--- src/rtl/core/pidaw_pkg.sv ---
`default_nettype none
package pidaw_pkg;

  // datapath operation codes
  localparam logic [3:0] OP_NONE   = 4'd0;
  localparam logic [3:0] OP_LOAD   = 4'd1;
  localparam logic [3:0] OP_CLEAR  = 4'd2;
  localparam logic [3:0] OP_MUL_P  = 4'd3;
  localparam logic [3:0] OP_MUL_I  = 4'd4;
  localparam logic [3:0] OP_MUL_D  = 4'd5;
  localparam logic [3:0] OP_INTEG  = 4'd6;
  localparam logic [3:0] OP_MUL_K  = 4'd7;
  localparam logic [3:0] OP_KTERM  = 4'd8;
  localparam logic [3:0] OP_DIV    = 4'd9;
  localparam logic [3:0] OP_FINISH = 4'd10;
  localparam logic [3:0] OP_ZERO   = 4'd11;

  // register indexes
  localparam logic [2:0] REG_KP   = 3'd0;
  localparam logic [2:0] REG_KI   = 3'd1;
  localparam logic [2:0] REG_KD   = 3'd2;
  localparam logic [2:0] REG_BND  = 3'd3;
  localparam logic [2:0] REG_DMIN = 3'd4;
  localparam logic [2:0] REG_DMAX = 3'd5;

  localparam int DivSteps = 64;

  typedef struct packed {
    logic signed [31:0] gain_proportional;
    logic signed [31:0] gain_integral;
    logic signed [31:0] gain_derivative;
    logic [30:0]        integral_bound;
    logic signed [31:0] drive_minimum;
    logic signed [31:0] drive_maximum;
  } cfg_t;

  typedef struct packed {
    logic [3:0] op;
  } cmd_t;

  typedef struct packed {
    logic has_history;
  } stat_t;

  // apply sign to a magnitude, saturating to the signed 32-bit range
  function automatic logic signed [31:0] sat32(input logic neg, input logic [63:0] mag);
    logic signed [31:0] r;
    if (neg) begin
      if (mag > 64'h0000_0000_8000_0000) r = 32'sh8000_0000;
      else r = -$signed(mag[31:0]);
    end else begin
      if (mag > 64'h0000_0000_7FFF_FFFF) r = 32'sh7FFF_FFFF;
      else r = $signed(mag[31:0]);
    end
    return r;
  endfunction

endpackage
`default_nettype wire

--- src/rtl/core/pidaw_if.sv ---
`default_nettype none
interface pidaw_in_if;
  logic               valid;
  logic               ready;
  logic               command;
  logic signed [31:0] setpoint;
  logic signed [31:0] measured;
  logic [31:0]        time_step;
  modport source (output valid, command, setpoint, measured, time_step, input ready);
  modport sink (input valid, command, setpoint, measured, time_step, output ready);
endinterface

interface pidaw_out_if;
  logic               valid;
  logic               ready;
  logic signed [31:0] drive_value;
  logic               above_max;
  logic               below_min;
  logic               integral_held;
  modport source (output valid, drive_value, above_max, below_min, integral_held,
                  input ready);
  modport sink (input valid, drive_value, above_max, below_min, integral_held,
                output ready);
endinterface
`default_nettype wire

--- src/rtl/core/pidaw_regs.sv ---
`default_nettype none
module pidaw_regs
  import pidaw_pkg::*;
(
  input  wire logic        clk,
  input  wire logic        rst,
  input  wire logic        psel,
  input  wire logic        penable,
  input  wire logic        pwrite,
  input  wire logic [4:0]  paddr,
  input  wire logic [31:0] pwdata,
  output logic      [31:0] prdata,
  output logic             pready,
  output cfg_t             cfg
);

  logic       wr;
  logic [2:0] idx;

  assign pready = 1'b1;
  assign idx    = paddr[4:2];
  assign wr     = psel && penable && pwrite;

  // register writes
  always_ff @(posedge clk) begin
    if (rst) begin
      cfg.gain_proportional <= '0;
      cfg.gain_integral     <= '0;
      cfg.gain_derivative   <= '0;
      cfg.integral_bound    <= 31'h7FFF_FFFF;
      cfg.drive_minimum     <= 32'sh8000_0000;
      cfg.drive_maximum     <= 32'sh7FFF_FFFF;
    end else if (wr) begin
      case (idx)
        REG_KP:   cfg.gain_proportional <= pwdata;
        REG_KI:   cfg.gain_integral     <= pwdata;
        REG_KD:   cfg.gain_derivative   <= pwdata;
        REG_BND:  cfg.integral_bound    <= pwdata[30:0];
        REG_DMIN: cfg.drive_minimum     <= pwdata;
        REG_DMAX: cfg.drive_maximum     <= pwdata;
        default: ;
      endcase
    end
  end

  // read mux
  always_comb begin
    case (idx)
      REG_KP:   prdata = cfg.gain_proportional;
      REG_KI:   prdata = cfg.gain_integral;
      REG_KD:   prdata = cfg.gain_derivative;
      REG_BND:  prdata = {1'b0, cfg.integral_bound};
      REG_DMIN: prdata = cfg.drive_minimum;
      REG_DMAX: prdata = cfg.drive_maximum;
      default:  prdata = '0;
    endcase
  end

endmodule
`default_nettype wire

--- src/rtl/core/pidaw_ctrl.sv ---
`default_nettype none
module pidaw_ctrl
  import pidaw_pkg::*;
(
  input  wire logic clk,
  input  wire logic rst,
  input  wire logic in_valid,
  input  wire logic in_clear,
  input  wire logic in_dt_zero,
  input  wire logic out_ready,
  input  stat_t     stat,
  output logic      in_ready,
  output logic      out_valid,
  output cmd_t      cmd
);

  localparam logic [3:0] S_IDLE = 4'd0;
  localparam logic [3:0] S_MP   = 4'd1;
  localparam logic [3:0] S_MI   = 4'd2;
  localparam logic [3:0] S_MD   = 4'd3;
  localparam logic [3:0] S_INT  = 4'd4;
  localparam logic [3:0] S_MK   = 4'd5;
  localparam logic [3:0] S_KT   = 4'd6;
  localparam logic [3:0] S_DIV  = 4'd7;
  localparam logic [3:0] S_FIN  = 4'd8;

  logic [3:0] state, state_next;
  logic [5:0] count;
  logic       zero_step;
  logic       out_free;
  logic       fin_go;

  assign in_ready = (state == S_IDLE);
  assign out_free = !out_valid || out_ready;
  assign fin_go   = (state == S_FIN) && out_free;

  // next state and datapath command
  always_comb begin
    state_next = state;
    cmd.op     = OP_NONE;
    case (state)
      S_IDLE: begin
        if (in_valid) begin
          if (in_clear) cmd.op = OP_CLEAR;
          else begin
            cmd.op     = OP_LOAD;
            state_next = in_dt_zero ? S_FIN : S_MP;
          end
        end
      end
      S_MP: begin cmd.op = OP_MUL_P; state_next = S_MI; end
      S_MI: begin cmd.op = OP_MUL_I; state_next = S_MD; end
      S_MD: begin cmd.op = OP_MUL_D; state_next = S_INT; end
      S_INT: begin cmd.op = OP_INTEG; state_next = S_MK; end
      S_MK: begin cmd.op = OP_MUL_K; state_next = S_KT; end
      S_KT: begin
        cmd.op     = OP_KTERM;
        state_next = stat.has_history ? S_DIV : S_FIN;
      end
      S_DIV: begin
        cmd.op = OP_DIV;
        if (count == 6'(DivSteps - 1)) state_next = S_FIN;
      end
      S_FIN: begin
        if (out_free) begin
          cmd.op     = zero_step ? OP_ZERO : OP_FINISH;
          state_next = S_IDLE;
        end
      end
      default: state_next = S_IDLE;
    endcase
  end

  // state, step counter and result valid
  always_ff @(posedge clk) begin
    if (rst) begin
      state     <= S_IDLE;
      count     <= '0;
      zero_step <= 1'b0;
      out_valid <= 1'b0;
    end else begin
      state <= state_next;
      if (state == S_DIV) count <= count + 6'd1;
      else count <= '0;
      if (state == S_IDLE && in_valid) zero_step <= in_dt_zero;
      if (fin_go) out_valid <= 1'b1;
      else if (out_ready) out_valid <= 1'b0;
    end
  end

endmodule
`default_nettype wire

--- src/rtl/core/pidaw_datapath.sv ---
`default_nettype none
module pidaw_datapath
  import pidaw_pkg::*;
(
  input  wire logic               clk,
  input  wire logic               rst,
  input  cmd_t                    cmd,
  input  cfg_t                    cfg,
  input  wire logic signed [31:0] setpoint,
  input  wire logic signed [31:0] measured,
  input  wire logic [31:0]        time_step,
  output stat_t                   stat,
  output logic signed [31:0]      drive_value,
  output logic                    above_max,
  output logic                    below_min,
  output logic                    integral_held
);

  // controller state
  logic signed [31:0] integral_sum;
  logic signed [32:0] previous_error;
  logic               has_history;

  // working registers
  logic signed [32:0] err;
  logic [31:0]        dt;
  logic [65:0]        prod;
  logic               mneg;
  logic               dneg;
  logic signed [31:0] prop, step, kterm, integ;
  logic [31:0]        rem;
  logic [63:0]        quo;

  logic [33:0]        mul_a, mul_a_next;
  logic [31:0]        mul_b, mul_b_next;
  logic               mneg_next;
  logic signed [33:0] diff;
  logic [33:0]        diff_mag;
  logic [32:0]        err_mag;
  logic [31:0]        kp_mag, ki_mag, kd_mag;
  logic [30:0]        integ_mag;
  logic signed [31:0] prod_sat;
  logic signed [32:0] cand;
  logic signed [32:0] bnd;
  logic signed [31:0] integ_next;
  logic [32:0]        trial;
  logic               fits;
  logic signed [31:0] deriv;
  logic signed [34:0] total;
  logic               hi, lo, keep;

  assign stat.has_history = has_history;

  // magnitudes of the operands
  assign err_mag   = err[32] ? 33'(-err) : 33'(err);
  assign diff      = 34'(err) - 34'(previous_error);
  assign diff_mag  = diff[33] ? 34'(-diff) : 34'(diff);
  assign kp_mag    = cfg.gain_proportional[31] ? 32'(-cfg.gain_proportional)
                                               : 32'(cfg.gain_proportional);
  assign ki_mag    = cfg.gain_integral[31] ? 32'(-cfg.gain_integral) : 32'(cfg.gain_integral);
  assign kd_mag    = cfg.gain_derivative[31] ? 32'(-cfg.gain_derivative)
                                             : 32'(cfg.gain_derivative);
  assign integ_mag = integ[31] ? 31'(-integ) : integ[30:0];
  assign prod_sat  = sat32(mneg, {14'd0, prod[65:16]});

  // shared multiplier operand select
  always_comb begin
    mul_a_next = '0;
    mul_b_next = '0;
    mneg_next  = 1'b0;
    case (cmd.op)
      OP_MUL_P: begin
        mul_a_next = {1'b0, err_mag};
        mul_b_next = kp_mag;
        mneg_next  = err[32] != cfg.gain_proportional[31];
      end
      OP_MUL_I: begin
        mul_a_next = {1'b0, err_mag};
        mul_b_next = dt;
        mneg_next  = err[32];
      end
      OP_MUL_D: begin
        mul_a_next = diff_mag;
        mul_b_next = kd_mag;
        mneg_next  = diff[33] != cfg.gain_derivative[31];
      end
      OP_MUL_K: begin
        mul_a_next = {3'd0, integ_mag};
        mul_b_next = ki_mag;
        mneg_next  = integ[31] != cfg.gain_integral[31];
      end
      default: ;
    endcase
  end

  assign mul_a = mul_a_next;
  assign mul_b = mul_b_next;

  // integral candidate and clamp
  assign cand = 33'(integral_sum) + 33'(step);
  assign bnd  = $signed({2'b00, cfg.integral_bound});
  always_comb begin
    if (cand > bnd) integ_next = 32'(bnd);
    else if (cand < -bnd) integ_next = 32'(-bnd);
    else integ_next = 32'(cand);
  end

  // restoring divider step
  assign trial = {rem, quo[63]};
  assign fits  = trial >= {1'b0, dt};

  // output sum, clamp and anti-windup decision
  assign deriv = has_history ? sat32(dneg, quo) : 32'sd0;
  assign total = 35'(prop) + 35'(kterm) + 35'(deriv);
  assign hi    = total > 35'(cfg.drive_maximum);
  assign lo    = total < 35'(cfg.drive_minimum);
  assign keep  = (!hi && !lo) || (hi && err[32]) || (lo && !err[32] && err != '0);

  // working registers
  always_ff @(posedge clk) begin
    case (cmd.op)
      OP_LOAD: begin
        err <= 33'(setpoint) - 33'(measured);
        dt  <= time_step;
      end
      OP_MUL_I: prop <= prod_sat;
      OP_MUL_D: step <= prod_sat;
      OP_INTEG: begin
        integ <= integ_next;
        dneg  <= mneg;
        rem   <= '0;
        quo   <= prod[63:0];
      end
      OP_KTERM: kterm <= prod_sat;
      OP_DIV: begin
        rem <= fits ? 32'(trial - {1'b0, dt}) : trial[31:0];
        quo <= {quo[62:0], fits};
      end
      default: ;
    endcase
    prod <= mul_a * mul_b;
    mneg <= mneg_next;
  end

  // result payload
  always_ff @(posedge clk) begin
    if (cmd.op == OP_FINISH) begin
      drive_value   <= hi ? cfg.drive_maximum : (lo ? cfg.drive_minimum : 32'(total));
      above_max     <= hi;
      below_min     <= lo;
      integral_held <= !keep;
    end else if (cmd.op == OP_ZERO) begin
      drive_value   <= '0;
      above_max     <= 1'b0;
      below_min     <= 1'b0;
      integral_held <= 1'b0;
    end
  end

  // controller state update
  always_ff @(posedge clk) begin
    if (rst || cmd.op == OP_CLEAR) begin
      integral_sum   <= '0;
      previous_error <= '0;
      has_history    <= 1'b0;
    end else if (cmd.op == OP_FINISH) begin
      if (keep) integral_sum <= integ;
      previous_error <= err;
      has_history    <= 1'b1;
    end
  end

endmodule
`default_nettype wire

--- src/rtl/core/pid_controller_anti_windup_top.sv ---
// update: after accept, states MP, MI, MD, INT, MK and KT run, then, with history only,
// the derivative divider at one quotient bit per cycle, then FIN; a zero time step goes
// straight to FIN; no new item is accepted until FIN returns to idle; clear items give
// no result; a result still waiting on the output holds the final step
// reset: synchronous active-high rst zeroes the integral, previous error and history,
// and loads the register defaults
`default_nettype none
module pid_controller_anti_windup_top
  import pidaw_pkg::*;
(
  input  wire logic        clk,
  input  wire logic        rst,
  pidaw_in_if.sink         in_ch,
  pidaw_out_if.source      out_ch,
  input  wire logic        psel,
  input  wire logic        penable,
  input  wire logic        pwrite,
  input  wire logic [4:0]  paddr,
  input  wire logic [31:0] pwdata,
  output logic      [31:0] prdata,
  output logic             pready
);

  cfg_t  cfg;
  cmd_t  cmd;
  stat_t stat;

  pidaw_regs u_regs (
    .clk(clk), .rst(rst), .psel(psel), .penable(penable), .pwrite(pwrite),
    .paddr(paddr), .pwdata(pwdata), .prdata(prdata), .pready(pready), .cfg(cfg)
  );

  pidaw_ctrl u_ctrl (
    .clk(clk), .rst(rst), .in_valid(in_ch.valid), .in_clear(in_ch.command),
    .in_dt_zero(in_ch.time_step == '0), .out_ready(out_ch.ready), .stat(stat),
    .in_ready(in_ch.ready), .out_valid(out_ch.valid), .cmd(cmd)
  );

  pidaw_datapath u_dp (
    .clk(clk), .rst(rst), .cmd(cmd), .cfg(cfg), .setpoint(in_ch.setpoint),
    .measured(in_ch.measured), .time_step(in_ch.time_step), .stat(stat),
    .drive_value(out_ch.drive_value), .above_max(out_ch.above_max),
    .below_min(out_ch.below_min), .integral_held(out_ch.integral_held)
  );

`ifndef SYNTHESIS
  // a held integral only happens while saturated
  a_held_sat: assert property (@(posedge clk) disable iff (rst)
    out_ch.valid && out_ch.integral_held |-> out_ch.above_max || out_ch.below_min)
    else $error("integral held without saturation");

  // a clear transaction keeps the block idle
  a_clear_idle: assert property (@(posedge clk) disable iff (rst)
    in_ch.valid && in_ch.ready && in_ch.command |=> in_ch.ready)
    else $error("clear left the idle state");

  // high saturation drives the maximum
  a_sat_hi: assert property (@(posedge clk) disable iff (rst)
    out_ch.valid && out_ch.above_max && $stable(cfg.drive_maximum)
    |-> out_ch.drive_value == cfg.drive_maximum)
    else $error("saturated high output differs from maximum");
`endif

endmodule
`default_nettype wire
--- src/flat_wrapper.sv ---
// flat-port wrapper written by rule: the top's interface ports become plain ports
module pid_controller_anti_windup_top_flat import pidaw_pkg::*;
  (clk, rst, psel, penable, pwrite, paddr, pwdata, prdata, pready, in_ch_valid, in_ch_command, in_ch_setpoint, in_ch_measured, in_ch_time_step, in_ch_ready, out_ch_valid, out_ch_drive_value, out_ch_above_max, out_ch_below_min, out_ch_integral_held, out_ch_ready);
  pidaw_in_if in_ch_i ();
  pidaw_out_if out_ch_i ();
  input  wire logic clk;
  input  wire logic rst;
  input  wire logic psel;
  input  wire logic penable;
  input  wire logic pwrite;
  input  wire logic [4:0] paddr;
  input  wire logic [31:0] pwdata;
  output logic      [31:0] prdata;
  output logic pready;
  input wire logic [$bits(in_ch_i.valid)-1:0] in_ch_valid;
  input wire logic [$bits(in_ch_i.command)-1:0] in_ch_command;
  input wire logic [$bits(in_ch_i.setpoint)-1:0] in_ch_setpoint;
  input wire logic [$bits(in_ch_i.measured)-1:0] in_ch_measured;
  input wire logic [$bits(in_ch_i.time_step)-1:0] in_ch_time_step;
  output wire logic [$bits(in_ch_i.ready)-1:0] in_ch_ready;
  output wire logic [$bits(out_ch_i.valid)-1:0] out_ch_valid;
  output wire logic [$bits(out_ch_i.drive_value)-1:0] out_ch_drive_value;
  output wire logic [$bits(out_ch_i.above_max)-1:0] out_ch_above_max;
  output wire logic [$bits(out_ch_i.below_min)-1:0] out_ch_below_min;
  output wire logic [$bits(out_ch_i.integral_held)-1:0] out_ch_integral_held;
  input wire logic [$bits(out_ch_i.ready)-1:0] out_ch_ready;
  assign in_ch_i.valid = in_ch_valid;
  assign in_ch_i.command = in_ch_command;
  assign in_ch_i.setpoint = in_ch_setpoint;
  assign in_ch_i.measured = in_ch_measured;
  assign in_ch_i.time_step = in_ch_time_step;
  assign in_ch_ready = in_ch_i.ready;
  assign out_ch_valid = out_ch_i.valid;
  assign out_ch_drive_value = out_ch_i.drive_value;
  assign out_ch_above_max = out_ch_i.above_max;
  assign out_ch_below_min = out_ch_i.below_min;
  assign out_ch_integral_held = out_ch_i.integral_held;
  assign out_ch_i.ready = out_ch_ready;
  pid_controller_anti_windup_top u_core (.clk(clk), .rst(rst), .in_ch(in_ch_i), .out_ch(out_ch_i), .psel(psel), .penable(penable), .pwrite(pwrite), .paddr(paddr), .pwdata(pwdata), .prdata(prdata), .pready(pready));
endmodule
--- config.mk ---
export PLATFORM = sky130hd
export DESIGN_NAME = pid_controller_anti_windup_top_flat
export DESIGN_NICKNAME = d
export VERILOG_FILES = /design/src/rtl/core/pidaw_pkg.sv /design/src/rtl/core/pidaw_if.sv /design/src/rtl/core/pidaw_regs.sv /design/src/rtl/core/pidaw_ctrl.sv /design/src/rtl/core/pidaw_datapath.sv /design/src/rtl/core/pid_controller_anti_windup_top.sv /design/src/flat_wrapper.sv
export SDC_FILE = /design/constraint.sdc
export NUM_CORES = 2
export LEC_CHECK = 0
export BUFFER_PORTS_ARGS = -buffer_cell sky130_fd_sc_hd__clkbuf_2
export CAP_MARGIN = 30
export CORE_MARGIN = 4
export CORE_UTILIZATION = 50
export CTS_CLUSTER_DIAMETER = 40
export DETAILED_ROUTE_END_ITERATION = 12
export PLACE_DENSITY = 0.66
export SETUP_SLACK_MARGIN = 0.5
export SYNTH_ARGS = -nofsm -noshare
export SYNTH_HDL_FRONTEND = slang
export SYNTH_SLANG_ARGS = --single-unit
--- constraint.sdc ---
create_clock -name clk -period 34.2 [get_ports clk]
set_input_delay 1.71 -clock clk [delete_from_list [all_inputs] [get_ports clk]]
set_output_delay 1.71 -clock clk [all_outputs]
set_load 0.05 [all_outputs]
==> impl_metrics.env <==
export IMPL_yosysSeqAreaShare_pct=20.7
export IMPL_clkSinkCount=661
export IMPL_finalCritPeriodShare_pct=39.3
export IMPL_postCtsSetupBuffers=0
export IMPL_avgSynthCellArea_um2=8.58
export IMPL_cts_hold_fix_buffers=0
export IMPL_drive_above_1_share_pct=7.75
export IMPL_tightestPinTransition_ns=1.09
export IMPL_ir_drop_v=0.0000500
export IMPL_root_buffer="clkbuf_16"
export IMPL_rsz0062_at_grt="false"
export IMPL_place_hpwl_mm=227
export IMPL_wire_per_inst_um=25.3
export IMPL_cts_max_level=3
export IMPL_clk_latency_ns=0.72
export IMPL_required_ns=34.79
export IMPL_grt_max_degree=95
export IMPL_area_delta_synth_final_pct=9.04
export IMPL_ys_warn_count=0
export IMPL_fmax_ghz=0.0744
export IMPL_first_global_vias=69452
export IMPL_initial_core_util_pct=50.3
export IMPL_worstSetupStartpointType="primary input"
export IMPL_drc=0
export IMPL_crit_top_cell="fa_1"
export IMPL_cp_max_fo=60
export IMPL_slew_headroom_pct=26.2
export IMPL_ys_types=94
export IMPL_globalplace_congestion=0.988
export IMPL_critPathArrivalTime_ns=14.02
export IMPL_netlist_area_um2=79700
export IMPL_grt_first_pass_wirelength_mm=433
export IMPL_die_h_um=407
export IMPL_fin_util_pct=54.9
export IMPL_vias_per_cell=6.09
export IMPL_fin_tns_setup_ns=0
export IMPL_slowest_stage="clkinv_2"
export IMPL_synth_top_flop_cell="dfxtp_1"
export IMPL_p_int_mw=1.69
export IMPL_num_vias=69869
export IMPL_swShare_pct=35.6
export IMPL_die_width_um=407
export IMPL_clkPwrFrac_pct=39.2
export IMPL_period_minus_slack_ns=13.44
export IMPL_core_um2=158000
export IMPL_first_iter_violations=7338
export IMPL_synthCells=9283
export IMPL_net_switching_power_mw=0.932
export IMPL_grt_overflow=0
export IMPL_port_buffer_count=207
export IMPL_grt_total_usage_pct=34.3
export IMPL_critical_path_max_stage_delay_ns=0.89
export IMPL_fin_nets=11008
export IMPL_status="finished clean"
export IMPL_pwr_share_seq_pct=34.4
export IMPL_timing_max_cap_violations=0
export IMPL_drtPass1Iterations=8
export IMPL_clockBufferDepth=3
export IMPL_n_fill_cell=14447
export IMPL_end_kind="register"
export IMPL_synth_edf_count=325
export IMPL_drt_total_wl_mm=289
export IMPL_crit_type="primary input to register"
export IMPL_antenna_found_initial=10
export IMPL_ant_nets=0
export IMPL_async_flop_share_pct=0
export IMPL_setup_violations=0
export IMPL_synth_seq_cells=661
export IMPL_clk_pin_slew_worst_paths_ns=0.06
export IMPL_p_leak_nw=39.7
export IMPL_rows=146
export IMPL_p_per_area_nw_per_um2=30.1
export IMPL_pwr_share_comb_pct=26.4
export IMPL_hold_class="register to register"
export IMPL_drv_slew=0
export IMPL_skew_ns=0.0673
export IMPL_ctsResizeCount=0
export IMPL_synth_nets=10983
export IMPL_hold_violations=0
export IMPL_cts_tree="done"
export IMPL_pin_count=211
export IMPL_dieArea_um2=166000
export IMPL_numCtsBuffers=93
cell families after synthesis:
group,share of synthesized area [%]
DFF,20.7
AOI/OAI and AO/OA,14.8
and+or+nand+nor,16.3
buffers and inverters,8.70
xor gates and xnor gates,4.31
adders and majority gates,33.8
muxes,1.34
other,0.00471
path summary, 6_finish.rpt:
check / to / depth (start not counted) / slack [ns] / start
setup / recovery: u_core.u_dp.prod[65]$_DFF_P_ / 36 / 20.76 / out_ch_ready
setup reg to reg: u_core.u_dp.prod[65]$_DFF_P_ / 35 / 21.08 / u_core.u_dp.err[0]$_DFFE_PN_
hold / removal: u_core.u_dp.previous_error[26]$_SDFFE_PP0P_ / 2 / 0.45 / u_core.u_dp.previous_error[26]$_SDFFE_PP0P_
hold reg to reg: u_core.u_dp.previous_error[26]$_SDFFE_PP0P_ / 2 / 0.45 / u_core.u_dp.previous_error[26]$_SDFFE_PP0P_
metal layers:
layer  vias up  GRT usage (%)  part of all wire [%]
li1      30764              -                     -
met1     34696           45.1                    40
met2      3596           53.5                    44
met3       811           7.83                    10
met4         2           17.2                   6.2
met5         -              0                0.0062
cell usage in the layout, fill, tap and decap left out, drive strengths merged, types with 48 or more instances in the layout:
cell type and n:
nand4 65, edfxtp 325, o21a 69, xnor2 181, a31oi 61, inv 1376, mux2i 107, nor3 112
a211o 80, xor2 211, o21bai 48, nand2 1317, ha 566, or2 51, a21oi 464, nor2 882
buf 202, or3 62, a21o 156, a22oi 119, a211oi 82, nand2b 58, and2 70, nor4 63
nand3 119, dfxtp 336, clkbuf 316, fa 993, o31ai 74, o21ai 279, and3 50
power groups by stage:
stage	Clock, mW	Combinational, mW	Sequential, mW
3_5_place_dp	0	0.670	0.915
3_3_place_gp	0	0.653	0.916
5_1_grt	1.07	0.735	0.901
4_1_cts	1.04	0.676	0.899
2_1_floorplan	0	0.391	0.900
6_report	1.03	0.691	0.900
flip-flops by register name, summed over array words and instances, names as in the netlist, 4 cells and up:
| name | cells |
|---|---|
| u_core.u_dp.prod | 66 |
| u_core.u_ctrl.state | 4 |
| u_core.u_dp.quo | 64 |
| u_core.u_dp.integ | 32 |
| u_core.u_dp.err | 33 |
| u_core.u_dp.dt | 32 |
| u_core.u_dp.previous_error | 33 |
| u_core.u_dp.step | 32 |
| u_core.u_dp.rem | 32 |
| u_core.u_dp.kterm | 32 |
| u_core.u_dp.drive_value | 32 |
| u_core.u_dp.integral_sum | 32 |
| u_core.u_regs.cfg | 191 |
| u_core.u_dp.prop | 32 |
| u_core.u_ctrl.count | 6 |
synth_stat cells, types with 65 or more instances:
cell,n,area share [%]
inv_1,1351,6.4
nand2_1,1317,6.2
fa_1,993,25
nor2_1,882,4.2
ha_1,566,8.9
a21oi_1,463,2.9
clkbuf_1,438,2.1
dfxtp_1,336,8.4
edfxtp_1,325,12
o21ai_0,270,1.7
xor2_1,211,2.3
xnor2_1,181,2.0
a21o_1,156,1.5
a22oi_1,119,1.1
nand3_1,119,0.75
nor3_1,112,0.70
mux2i_1,107,1.3
a211oi_1,81,0.76
a211o_1,80,0.88
o31ai_1,72,0.68
o21a_1,69,0.65
and2_1,67,0.53
nand4_1,65,0.51
critical path: cells and delay by family:
kind | cells | cell delay [ns]
simple gates | 10 | 2.93
compound gates | 9 | 2.93
buf+inv | 8 | 2.25
fa+ha+maj | 9 | 3.99
cell type report:
class / count / area, um2 / area share [%]
multi-input combinational: 6789 / 56700 / 65.2
sequential: 661 / 16500 / 19.0
inverter: 1352 / 5080 / 5.84
timing repair buffer: 411 / 2730 / 3.14
tap: 2072 / 2590 / 2.98
clock buffer: 109 / 2500 / 2.88
clock inverter: 67 / 820 / 0.943
antenna: 3 / 7.51 / 0.00864
stage by stage:
stage          power [mW]  setup slack (ns)  cells  hold WS, ns  cell area (um2)
6_report             2.62             20.76  11464        0.455            86900
5_1_grt              2.70             20.29  11463        0.471            86900
4_1_cts              2.61             21.03  11456        0.455            86800
3_5_place_dp         1.59             20.33  11280        0.447            83500
3_3_place_gp         1.57             20.17  11261        0.442            83200
2_1_floorplan        1.29             21.84   9283        0.420            79700
No activity file was read; power rests on OpenSTA's default activity.
